===== src/hw/rtl/fbpa_pkg.sv =====
// Shared types, constants and codes for the fixed block pool allocator.
// Depends on nothing; every other file of the block refers to it by scoped names.
package fbpa_pkg;

    // Pool capacity and the widths that follow from it
    localparam int MAX_BLOCKS  = 256;
    localparam int IDX_W       = (MAX_BLOCKS > 1) ? $clog2(MAX_BLOCKS) : 1;
    localparam int CNT_W       = $clog2(MAX_BLOCKS + 1);
    localparam int STACK_DEPTH = 1 << IDX_W;

    // Fixed field widths
    localparam int ADDR_W      = 32;
    localparam int LOG2_W      = 5;
    localparam int BIU_W       = 9;
    localparam int CFG_IDX_W   = 2;

    // Block size exponent limits and reset values
    localparam logic [LOG2_W-1:0] LOG2_MIN   = LOG2_W'(3);
    localparam logic [LOG2_W-1:0] LOG2_MAX   = LOG2_W'(20);
    localparam logic [LOG2_W-1:0] LOG2_RESET = LOG2_W'(6);
    localparam logic [BIU_W-1:0]  BIU_RESET  = BIU_W'(256);

    // Configuration register indexes
    typedef enum logic [CFG_IDX_W-1:0] {
        CFG_POOL_BASE       = 2'd0,
        CFG_BLOCK_SIZE_LOG2 = 2'd1,
        CFG_BLOCKS_IN_USE   = 2'd2,
        CFG_UNUSED          = 2'd3
    } cfg_index_t;

    // Result status codes
    typedef enum logic [1:0] {
        STATUS_ALLOCATED = 2'd0,
        STATUS_FREED     = 2'd1,
        STATUS_EMPTY     = 2'd2,
        STATUS_BAD_FREE  = 2'd3
    } status_t;

    // Request mode
    localparam logic MODE_ALLOC = 1'b0;
    localparam logic MODE_FREE  = 1'b1;

    // Effective configuration after clamping
    typedef struct packed {
        logic [ADDR_W-1:0] pool_base;
        logic [LOG2_W-1:0] shift;
        logic [CNT_W-1:0]  count;
    } cfg_t;

    // Stack commands and status
    typedef struct packed {
        logic             push;
        logic             pop;
        logic [IDX_W-1:0] push_idx;
    } stack_ctl_t;

    typedef struct packed {
        logic             nonempty;
        logic [IDX_W-1:0] top;
    } stack_stat_t;

endpackage


===== src/hw/rtl/fbpa_cfg_regs.sv =====
// Configuration registers of the fixed block pool allocator and their clamping.
// Depends on fbpa_pkg.
module fbpa_cfg_regs
(
    input  logic                            clk,
    input  logic                            rst_n,
    input  logic                            wr_en,
    input  logic [fbpa_pkg::CFG_IDX_W-1:0]  wr_index,
    input  logic [fbpa_pkg::ADDR_W-1:0]     wr_data,
    output fbpa_pkg::cfg_t                  cfg
);

    logic [fbpa_pkg::ADDR_W-1:0] pool_base_reg;
    logic [fbpa_pkg::LOG2_W-1:0] log2_reg;
    logic [fbpa_pkg::BIU_W-1:0]  biu_reg;
    logic [fbpa_pkg::LOG2_W-1:0] shift_eff;
    logic [31:0]                 count_eff;

    // Write the addressed register; ignore indexes beyond the list
    always_ff @(posedge clk or negedge rst_n)
    begin
        if (!rst_n)
        begin
            pool_base_reg <= '0;
            log2_reg      <= fbpa_pkg::LOG2_RESET;
            biu_reg       <= fbpa_pkg::BIU_RESET;
        end
        else if (wr_en)
        begin
            unique case (fbpa_pkg::cfg_index_t'(wr_index))
                fbpa_pkg::CFG_POOL_BASE:       pool_base_reg <= wr_data;
                fbpa_pkg::CFG_BLOCK_SIZE_LOG2: log2_reg <= wr_data[fbpa_pkg::LOG2_W-1:0];
                fbpa_pkg::CFG_BLOCKS_IN_USE:   biu_reg <= wr_data[fbpa_pkg::BIU_W-1:0];
                default:                       ;
            endcase
        end
    end

    // Clamp block size exponent and block count
    always_comb
    begin
        if (log2_reg < fbpa_pkg::LOG2_MIN)
            shift_eff = fbpa_pkg::LOG2_MIN;
        else if (log2_reg > fbpa_pkg::LOG2_MAX)
            shift_eff = fbpa_pkg::LOG2_MAX;
        else
            shift_eff = log2_reg;

        if (32'(biu_reg) > 32'(fbpa_pkg::MAX_BLOCKS))
            count_eff = 32'(fbpa_pkg::MAX_BLOCKS);
        else
            count_eff = 32'(biu_reg);
    end

    assign cfg.pool_base = pool_base_reg;
    assign cfg.shift     = shift_eff;
    assign cfg.count     = count_eff[fbpa_pkg::CNT_W-1:0];

endmodule


===== src/hw/rtl/fbpa_free_stack.sv =====
// Stack of freed block indexes kept as a linked list: each stacked block's link entry
// names the block below it. Top and the entry below it are held ready so that a pop or
// push completes every cycle. Depends on fbpa_pkg.
module fbpa_free_stack
(
    input  logic                    clk,
    input  logic                    rst_n,
    input  fbpa_pkg::stack_ctl_t    ctl,
    output fbpa_pkg::stack_stat_t   stat
);

    logic [fbpa_pkg::IDX_W-1:0] link_mem [fbpa_pkg::STACK_DEPTH];

    logic [fbpa_pkg::CNT_W-1:0] count_reg,     count_next;
    logic [fbpa_pkg::IDX_W-1:0] top_reg,       top_next;
    logic [fbpa_pkg::IDX_W-1:0] below_reg,     below_next;
    logic                       below_mem_reg, below_mem_next;
    logic [fbpa_pkg::IDX_W-1:0] link_q_reg;
    logic [fbpa_pkg::IDX_W-1:0] below;

    // Entry below the top: old top after a push, link read back after a pop
    assign below = below_mem_reg ? link_q_reg : below_reg;

    // Next count, top and entry below the top
    always_comb
    begin
        count_next     = count_reg;
        top_next       = top_reg;
        below_next     = below_reg;
        below_mem_next = below_mem_reg;
        if (ctl.push)
        begin
            top_next       = ctl.push_idx;
            below_next     = top_reg;
            below_mem_next = 1'b0;
            if (count_reg != fbpa_pkg::CNT_W'(fbpa_pkg::MAX_BLOCKS))
                count_next = count_reg + fbpa_pkg::CNT_W'(1);
        end
        else if (ctl.pop)
        begin
            top_next       = below;
            below_mem_next = 1'b1;
            count_next     = count_reg - fbpa_pkg::CNT_W'(1);
        end
    end

    // Hold control state
    always_ff @(posedge clk or negedge rst_n)
    begin
        if (!rst_n)
        begin
            count_reg     <= '0;
            top_reg       <= '0;
            below_reg     <= '0;
            below_mem_reg <= 1'b0;
        end
        else
        begin
            count_reg     <= count_next;
            top_reg       <= top_next;
            below_reg     <= below_next;
            below_mem_reg <= below_mem_next;
        end
    end

    // Link the pushed block to the old top; on a pop fetch the link of the new top
    always_ff @(posedge clk)
    begin
        if (ctl.push)
            link_mem[ctl.push_idx] <= top_reg;
        if (ctl.pop)
            link_q_reg <= link_mem[below];
    end

    assign stat.nonempty = (count_reg != '0);
    assign stat.top      = top_reg;

endmodule


===== src/hw/rtl/fixed_block_pool_allocator.sv =====
// Top level of the fixed block pool allocator: input register, request logic,
// fresh block counter and result register. Depends on fbpa_pkg, fbpa_cfg_regs
// and fbpa_free_stack.
//
// Each request word (tuser = mode, tdata = free address) allocates or frees one
// block and yields exactly one result word (tuser = status, tdata = block address).
// A request passes first through the input register and then through the result
// register, and one request is taken every cycle while the result side keeps up.
// Freed blocks are served last-in first-out ahead of never-used blocks in
// ascending order; the freed-block stack is a linked list in a link memory that
// holds the top and the entry below it ready and reads one link per pop. Frees of
// misaligned or out-of-pool addresses are reported and ignored; double frees are
// not detected. Write configuration only while no request is in flight.
module fixed_block_pool_allocator
(
    input  logic                            clk,
    input  logic                            rst_n,
    // Request channel
    input  logic                            s_tvalid,
    output logic                            s_tready,
    input  logic [31:0]                     s_tdata,   // [31:0] free_address
    input  logic [0:0]                      s_tuser,   // [0] mode
    // Result channel
    output logic                            m_tvalid,
    input  logic                            m_tready,
    output logic [31:0]                     m_tdata,   // [31:0] block_address
    output logic [1:0]                      m_tuser,   // [1:0] status
    // Configuration write channel
    input  logic                            cfg_valid,
    output logic                            cfg_ready,
    input  logic [fbpa_pkg::CFG_IDX_W-1:0]  cfg_index,
    input  logic [31:0]                     cfg_data
);

    fbpa_pkg::cfg_t        cfg;
    fbpa_pkg::stack_ctl_t  stack_ctl;
    fbpa_pkg::stack_stat_t stack_stat;

    logic                        in_valid_reg;
    logic                        mode_reg;
    logic [fbpa_pkg::ADDR_W-1:0] addr_reg;

    logic                        out_valid_reg;
    logic [1:0]                  out_status_reg, out_status_next;
    logic [fbpa_pkg::ADDR_W-1:0] out_addr_reg,   out_addr_next;

    logic [fbpa_pkg::CNT_W-1:0]  fresh_reg, fresh_next;

    logic                        advance;
    logic                        work;
    logic [fbpa_pkg::ADDR_W-1:0] offset;
    logic [fbpa_pkg::ADDR_W-1:0] low_mask;
    logic [fbpa_pkg::ADDR_W-1:0] free_idx;
    logic [fbpa_pkg::IDX_W-1:0]  alloc_idx;

    // Configuration is taken at once
    assign cfg_ready = 1'b1;

    fbpa_cfg_regs u_cfg
    (
        .clk      (clk),
        .rst_n    (rst_n),
        .wr_en    (cfg_valid),
        .wr_index (cfg_index),
        .wr_data  (cfg_data),
        .cfg      (cfg)
    );

    fbpa_free_stack u_stack
    (
        .clk   (clk),
        .rst_n (rst_n),
        .ctl   (stack_ctl),
        .stat  (stack_stat)
    );

    // Advance when the result register is empty or being taken
    assign advance  = !out_valid_reg || m_tready;
    assign work     = in_valid_reg && advance;
    assign s_tready = !in_valid_reg || advance;

    // Input register
    always_ff @(posedge clk or negedge rst_n)
    begin
        if (!rst_n)
            in_valid_reg <= 1'b0;
        else if (s_tready)
            in_valid_reg <= s_tvalid;
    end

    always_ff @(posedge clk)
    begin
        if (s_tready && s_tvalid)
        begin
            mode_reg <= s_tuser[0];
            addr_reg <= s_tdata;
        end
    end

    // Free address check
    assign offset   = addr_reg - cfg.pool_base;
    assign low_mask = (32'd1 << cfg.shift) - 32'd1;
    assign free_idx = offset >> cfg.shift;

    // Serve a request: allocate from the stack first, then fresh blocks; check and push a free
    always_comb
    begin
        stack_ctl.push     = 1'b0;
        stack_ctl.pop      = 1'b0;
        stack_ctl.push_idx = free_idx[fbpa_pkg::IDX_W-1:0];
        fresh_next         = fresh_reg;
        alloc_idx          = stack_stat.top;
        out_addr_next      = '0;
        out_status_next    = fbpa_pkg::STATUS_EMPTY;
        if (mode_reg == fbpa_pkg::MODE_ALLOC)
        begin
            priority if (stack_stat.nonempty)
            begin
                stack_ctl.pop   = work;
                out_status_next = fbpa_pkg::STATUS_ALLOCATED;
            end
            else if (fresh_reg < cfg.count)
            begin
                alloc_idx       = fresh_reg[fbpa_pkg::IDX_W-1:0];
                fresh_next      = work ? fresh_reg + fbpa_pkg::CNT_W'(1) : fresh_reg;
                out_status_next = fbpa_pkg::STATUS_ALLOCATED;
            end
            else
            begin
                out_status_next = fbpa_pkg::STATUS_EMPTY;
            end
            if (out_status_next == fbpa_pkg::STATUS_ALLOCATED)
                out_addr_next = cfg.pool_base + (32'(alloc_idx) << cfg.shift);
        end
        else
        begin
            if ((offset & low_mask) != '0 || free_idx >= 32'(cfg.count))
            begin
                out_status_next = fbpa_pkg::STATUS_BAD_FREE;
            end
            else
            begin
                stack_ctl.push  = work;
                out_status_next = fbpa_pkg::STATUS_FREED;
            end
        end
    end

    // Fresh counter and result valid
    always_ff @(posedge clk or negedge rst_n)
    begin
        if (!rst_n)
        begin
            fresh_reg     <= '0;
            out_valid_reg <= 1'b0;
        end
        else
        begin
            fresh_reg <= fresh_next;
            if (advance)
                out_valid_reg <= in_valid_reg;
        end
    end

    // Result payload
    always_ff @(posedge clk)
    begin
        if (work)
        begin
            out_status_reg <= out_status_next;
            out_addr_reg   <= out_addr_next;
        end
    end

    assign m_tvalid = out_valid_reg;
    assign m_tdata  = out_addr_reg;
    assign m_tuser  = out_status_reg;

endmodule

===== config.mk =====
export PLATFORM = sky130hd
export DESIGN_NAME = fixed_block_pool_allocator
export DESIGN_NICKNAME = d
export VERILOG_FILES = /design/src/hw/rtl/fbpa_pkg.sv /design/src/hw/rtl/fbpa_cfg_regs.sv /design/src/hw/rtl/fbpa_free_stack.sv /design/src/hw/rtl/fixed_block_pool_allocator.sv
export SDC_FILE = /design/constraint.sdc
export NUM_CORES = 2
export LEC_CHECK = 0
export BUFFER_PORTS_ARGS = -buffer_cell sky130_fd_sc_hd__buf_2
export CAP_MARGIN = 30
export CORE_ASPECT_RATIO = 1.1
export CORE_UTILIZATION = 35
export CTS_CLUSTER_SIZE = 8
export DETAILED_ROUTE_END_ITERATION = 10
export HOLD_SLACK_MARGIN = 0.05
export PLACE_DENSITY = 0.6
export SYNTH_ARGS = -nofsm -noshare
export SYNTH_HDL_FRONTEND = slang
export SYNTH_SLANG_ARGS = --single-unit

===== constraint.sdc =====
create_clock -name clk -period 9.2 [get_ports clk]
set_input_delay 1.38 -clock clk [delete_from_list [all_inputs] [get_ports clk]]
set_output_delay 1.38 -clock clk [all_outputs]
set_load 0.01 [all_outputs]

* Word-level counts from Yosys, hierarchy flattened *
Memories as Yosys holds them, arrays and structs flattened. A register that Yosys moved wholly into a read port is not among the register bits.
Index checks and enable logic that the tools add are counted.

cells by class
  eq/ne operators = 4
  $add $sub $neg = 6
  muxes and demuxes = 25
  bitwise logic cells = 4
  reductions and logical operators = 18
  shift operators = 3
  order comparisons = 5

operator list
  operator                                                                      count
  8-bit two-way mux                                                             6
  9-bit two-way mux                                                             4
  32-bit adder                                                                  1
  32-bit bitwise AND                                                            1
  32-bit by 9-bit greater-or-equal comparator with 1-bit output                 1
  32-bit nonzero test                                                           1
  1-bit by 5-bit left shift with 32-bit output, first input constant            1
  8-bit by 5-bit left shift with 32-bit output                                  1
  32-bit by 5-bit >> shifter with 32-bit output                                 1
  32-bit by 1-bit subtractor with 32-bit output, second input constant          1
  32-bit subtractor                                                             1
  9-bit by 1-bit adder with 9-bit output, second input constant                 2
  2-bit two-way mux                                                             5
  5-bit two-way mux                                                             2
  9-bit greater-than comparator, second input constant                          1
  9-bit less-than comparator                                                    1
  9-bit != test, second input constant                                          1
  9-bit nonzero test                                                            1
  9-bit by 1-bit subtractor with 9-bit output, second input constant            1
  1-bit two-way mux                                                             8
  2-bit AND reduction                                                           4
  5-bit greater-than comparator, second input constant                          1
  5-bit by 2-bit less-than comparator with 1-bit output, second input constant  1
  2-bit zero test                                                               2
  10 further kinds                                                              16

storage, ports and cells
  logic and storage cells = 80
  bits in writable memories = 2048
  memories kept = 1
  flip-flop bits (word level) = 150
  bits of input ports = 72
  output and inout bits = 37

memories
  memory            depth  width  read ports  clocked after Yosys merged registers in  write ports  RTL line               RTL
  u_stack.link_mem  256    8      1           1                                        1            fbpa_free_stack.sv:12  logic [fbpa_pkg::IDX_W-1:0] link_mem [fbpa_pkg::STACK_DEPTH];

* Logic depth before layout (Yosys ltp) *
  word-level depth = 12
  gate-level depth with buffers = 41
  mapped depth without buffers = 38

* Hierarchy *
From an unflattened synthesis, not the netlist that was laid out.

unflattened totals
  cell total of the unflattened synthesis = 6718
  area, all modules = 94575.7 um^2

by module, submodules not included
  module                      instances  area an instance (um^2)  sequential area each (um^2)  cells an instance
  fbpa_free_stack             1          82646.8                  62389.8                      5376
  fixed_block_pool_allocator  1          10085.9                  2287.2                       1228
  fbpa_cfg_regs               1          1843.0                   1154.9                       114

* Worst setup path after synthesis *
OpenSTA, ideal clock, no wires.

  path type = register to register
  start point = reg u_cfg.pool_base_reg[1] (netlist name)
  end point = reg u_stack.count_reg[8] (netlist name)
  clock period less this slack = 8277 ps
  cell stages (with the launch flop) = 39
  path buffers = 3
  arrival = 8158 ps
  slack = 923 ps
  required time = 9081 ps
  library setup time = 119 ps
  cell sequence = dfrtp_1 > inv_1 > ha_1 > nor2b_1 > o2111a_1 > or4_4 > a21oi_4 > o21a_1 > xor2_1 > a221oi_1 > mux4_2 > nor2_1 > a21o_1 > clkbuf_1 > inv_2 > ha_1 > and4_1 > a21oi_1 > (+3 left out) > or4_1 > a2111oi_0 > nand2_1 > nor4_1 > o211ai_1 > nor4_2 > buf_4 > buf_2 > inv_1 > fa_1 > a21o_1 > a21oi_1 > o21bai_1 > a21oi_1 > o21bai_1 > a21oi_1 > mux2_2 > o21a_1

on the way
  longest elaborated chain between the ends = 8
  elaborated cells between the ends (all ways) = 12
  those cells by class = add/sub: 1; order compare: 1; eq/ne: 1; shift: 1; mux: 3; bitwise: 1; reduce/logical: 4

ends and longest elaborated chain
  item                                                                                                  RTL line                                                              RTL
  start, declared                                                                                       fbpa_cfg_regs.sv:13                                                   logic [fbpa_pkg::ADDR_W-1:0] pool_base_reg;
  start signal, assigned                                                                                fbpa_cfg_regs.sv:31                                                   fbpa_pkg::CFG_POOL_BASE: pool_base_reg <= wr_data;
  32-bit subtractor *                                                                                   fixed_block_pool_allocator.sv:101                                     assign offset = addr_reg - cfg.pool_base;
  32-bit by 5-bit >> shifter with 32-bit output or 32-bit bitwise AND (tied branches)                   fixed_block_pool_allocator.sv:103, fixed_block_pool_allocator.sv:137
  32-bit by 9-bit greater-or-equal comparator with 1-bit output or 32-bit nonzero test (tied branches)  fixed_block_pool_allocator.sv:137                                     if ((offset & low_mask) != '0 || free_idx >= 32'(cfg.count))
  1-bit logical OR *                                                                                    fixed_block_pool_allocator.sv:137
  1-bit two-way mux *                                                                                   fixed_block_pool_allocator.sv:137
  1-bit two-way mux *                                                                                   fixed_block_pool_allocator.sv:115                                     if (mode_reg == fbpa_pkg::MODE_ALLOC)
  2-bit by 1-bit != test with 1-bit output (no source line) or 2-bit nonzero test (tied branches)       -
  2-bit AND reduction (no source line)                                                                  -
  end signal, assigned                                                                                  fbpa_free_stack.sv:59                                                 count_reg <= count_next;
  end, declared                                                                                         fbpa_free_stack.sv:14                                                 logic [fbpa_pkg::CNT_W-1:0] count_reg, count_next;

Mark *: on every way between the ends. The rest lies on a longest branch, timed or not.
A chain may end at the register's enable or synchronous reset.

* Final worst setup path *
  start point = reg u_cfg.pool_base_reg[6] (netlist name)
  end point = reg u_stack.count_reg[8] (netlist name)

Same word-level chain as after synthesis.

==> impl_metrics.toml <==
[power]
p_switching_mw = 7.41
seqPwrFrac = 0.446
power_density_nw_per_um2 = 252
static-leakage-power_nw = 34.7
internal-power_mw = 19.6
sw_frac_of_total = 0.275
share_clk_of_total_power = 0.382
share_of_total_power_in_combinational_logic = 0.172
vdd_ir_drop_max_mv = 0.147

[yosys]
synth.ff_latch_count = 2206
synth-warning-count = 0
synth-edff-count = 2123
synthesized_cell_area_um2 = 92400
synth.top_cell.area_share = 0.690
synth_cell_type_count = 90
proportion_of_synthesized_flip_flops_having_asynchronous_set_or_reset = 0.0376
synthesis.instances = 5345
synth_area_per_cell_um2 = 17.3
synth-seq-area-share = 0.712
synthDominantAreaCellType = "sky130_fd_sc_hd__edfxtp_1"
synth_top_flop_cell = "sky130_fd_sc_hd__edfxtp_1"
netlist_top_cells_area = "sky130_fd_sc_hd__edfxtp_1, sky130_fd_sc_hd__mux4_2, sky130_fd_sc_hd__dfrtp_1, sky130_fd_sc_hd__nand2_1, sky130_fd_sc_hd__nor2_1"

[timing]
worst-slew-pin-transition_ps = 998
tns_ps = 0
whs_ps = 496
fin_crit_sh = 0.939
timing.final.setup_violations = 0
rsz0062_at_grt = "no"
fin_crit_ps = 8640
finalHoldViolCount = 0
worst_clock_skew_ps = 58.7
max_slew_margin = 0.320
timing_max_transition_violations_final = 0
max_clock_freq_mhz = 116

[detailed_routing]
avgRoutedWirePerCell_um = 26.3
routed_via_density = 5.54
finalWirelength_um = 243000
via_count = 51200
drt_pass1_iterations = 9
dr.first_iter.drc_count = 4769
drt_drc_violations_left = 44
detail-route-antenna-nets = 0

[setup_path]
crit_fanout = 8
number_of_buffers_and_inverters_on_the_critical_path = 3
worstPathRequired_ps = 9910
reg_to_reg_critical_path_startpoint = "u_cfg.pool_base_reg[6]"
reg2regPathDepth = 35
critPathTopFamily = "compound AO/OA/AOI/OAI gates"
cp-start-kind = "flop"
critical_path.endpoint_type = "flop"
worstPathArrival_ps = 9350
path_depth = 35
criticalPathCategory = "reg -> reg"
reg2reg_setup_slack_ps = 560
critical_path.most_common_cell = "sky130_fd_sc_hd__a21oi_1"
slowest_delay_ps = 570
timing.rr.end = "u_stack.count_reg[8]"
cp_slowest_cell = "sky130_fd_sc_hd__or4_4"

[layout]
nNetsFinal = 5849
layout-drive-gt1-share = 0.227
largest_register_ff_count = 2048
layout.cells.most_common = "sky130_fd_sc_hd__edfxtp_1"
most_used_cells_in_the_layout_excluding_fill_and_tap_cells = "sky130_fd_sc_hd__edfxtp_1, sky130_fd_sc_hd__mux4_2, sky130_fd_sc_hd__nand2_1, sky130_fd_sc_hd__nor2_1, sky130_fd_sc_hd__clkbuf_16"
syn2layout_area_growth_pct = 15.7
seqCellArea_um2 = 65900
registers.top_by_ff_count = "u_stack.link_mem"
fillCellCount = 23300
multi_input_comb_area_um2 = 25300

[clocking]
tritoncts.num_buffers = 319
cts.htree.levels = 5
clock_insertion_delay_worst_skew_ps = 860
tritoncts_num_sinks = 2206
hold_buffers = 0
cts_root_buf = "sky130_fd_sc_hd__clkbuf_16"
cts.reportedPaths.clkPinSlew_ps = 60
tritoncts = "yes"
cts-root-to-sink-buffers = 4

[min_path]
min-delay-start = "fresh_reg[8]"
hold_end = "fresh_reg[8]"
hold-path-cell-count = 1
hold_path.class = "reg -> reg"

[global_routing]
first_global_vias = 52200
grt_max_degree = 120
grt_pass1_wl_um = 356000
grt-ovfl-total = 0
antenna_found_initial = 4
global_route.usage.total = 0.179

[outcome]
violations = "design-rule violations"
status = "finished with violations"

[placed_design]
io_buffer_count = 107
routabilityCongestion = 0.914
hpwl_um = 149000

[floorplan]
die-height_um = 541
die-width_um = 492
floorplan.core_area_um2 = 262000
placement_rows = 197
start_util = 0.352
io-pin-count = 109
floorplan.die_area_um2 = 266000

[flow_run]
max_cap_violations = 0
## logic make-up (layout without fill, tap and decap cells)
| group | count (synthesis) | in the layout | synth area share |
|---|---|---|---|
| adder cells (fa/ha/maj) | 92 | 92 | 0.0127 |
| AND/OR/NAND/NOR | 1183 | 1183 | 0.0578 |
| buffers and inverters | 400 | 799 | 0.0166 |
| XOR/XNOR | 61 | 61 | 0.00586 |
| multiplexers | 611 | 611 | 0.136 |
| flip-flops | 2206 | 2206 | 0.712 |
| AO/OA/AOI/OAI | 790 | 790 | 0.0584 |
| other | 2 | 12 | 0.0000812 |
## power groups by stage
stage          clock network (mW)  registers, mW  logic (mW)
2_1_floorplan                   0           12.6        2.46
3_3_place_gp                    0           12.3        4.44
3_5_place_dp                    0           12.3        4.51
4_1_cts                      10.5           12.1        4.52
5_1_grt                      10.9           12.0        4.96
6_report                     10.3           12.0        4.65
## final cells by class
class                   instances  area share
multi-input cells            2747       0.236
clock inverters                18     0.00227
inverters                      70     0.00246
well taps                    3482      0.0407
clock buffers                 369      0.0778
repair buffers                342      0.0248
flip-flops and latches       2206       0.616
diodes                          2   0.0000468
## routing by layer
| metal | vias to the layer above | GRT usage | share of wire |
|---|---|---|---|
| met3 | 369 | 0.0256 | 0.058 |
| met5 | - | 0 | 0 |
| met1 | 26900 | 0.239 | 0.42 |
| met2 | 1932 | 0.301 | 0.50 |
| li1 | 22000 | - | - |
| met4 | 0 | 0.0566 | 0.030 |
## per-stage QoR
| step | worst slack, ps | total power, mW | util | instance area [µm²] | instances |
|---|---|---|---|---|---|
| floorplan | 923 | 15.0 | - | 92500 | 5353 |
| global placement | 501 | 16.7 | 0.374 | 98000 | 8831 |
| detailed placement | 535 | 16.8 | 0.374 | 98100 | 8838 |
| CTS | 510 | 27.1 | 0.407 | 107000 | 9225 |
| global route | 43.3 | 27.9 | 0.408 | 107000 | 9235 |
| finish | 560 | 27.0 | 0.408 | 107000 | 9236 |
## cells in the mapped netlist, drive strengths merged (16+ instances only)
cell       n
o21ai    103
inv       68
xor2      25
nand2    426
nor2     412
o21a      20
nor3      31
nor2b     17
a31oi     78
buf       84
edfxtp  2123
mux2i     54
a211oi   189
clkbuf   246
and2     138
mux2      42
a21oi    163
dfrtp     80
o22ai     16
xnor2     36
ha        88
nand3     57
a311oi    67
nand4     16
a21o      34
o211ai    22
mux4     515
## repair_timing
action	4_1_cts	5_1_grt
gates resized for setup	0	10
buffers inserted	0	1
endpoints found under the setup margin	0	11
endpoints found under the hold margin	0	0
## how the worst max path moves through the flow
stage,from,to,slack [ps]
detailed placement,u_cfg.pool_base_reg[1],u_stack.count_reg[8],540
finish,u_cfg.pool_base_reg[6],u_stack.count_reg[8],560
floorplan,u_cfg.pool_base_reg[1],u_stack.count_reg[8],920
CTS,u_cfg.pool_base_reg[6],u_stack.count_reg[8],510
global placement,u_cfg.pool_base_reg[8],u_stack.count_reg[8],500
global route,u_cfg.pool_base_reg[6],u_stack.count_reg[8],40
No activity file was read; power rests on OpenSTA's default activity.
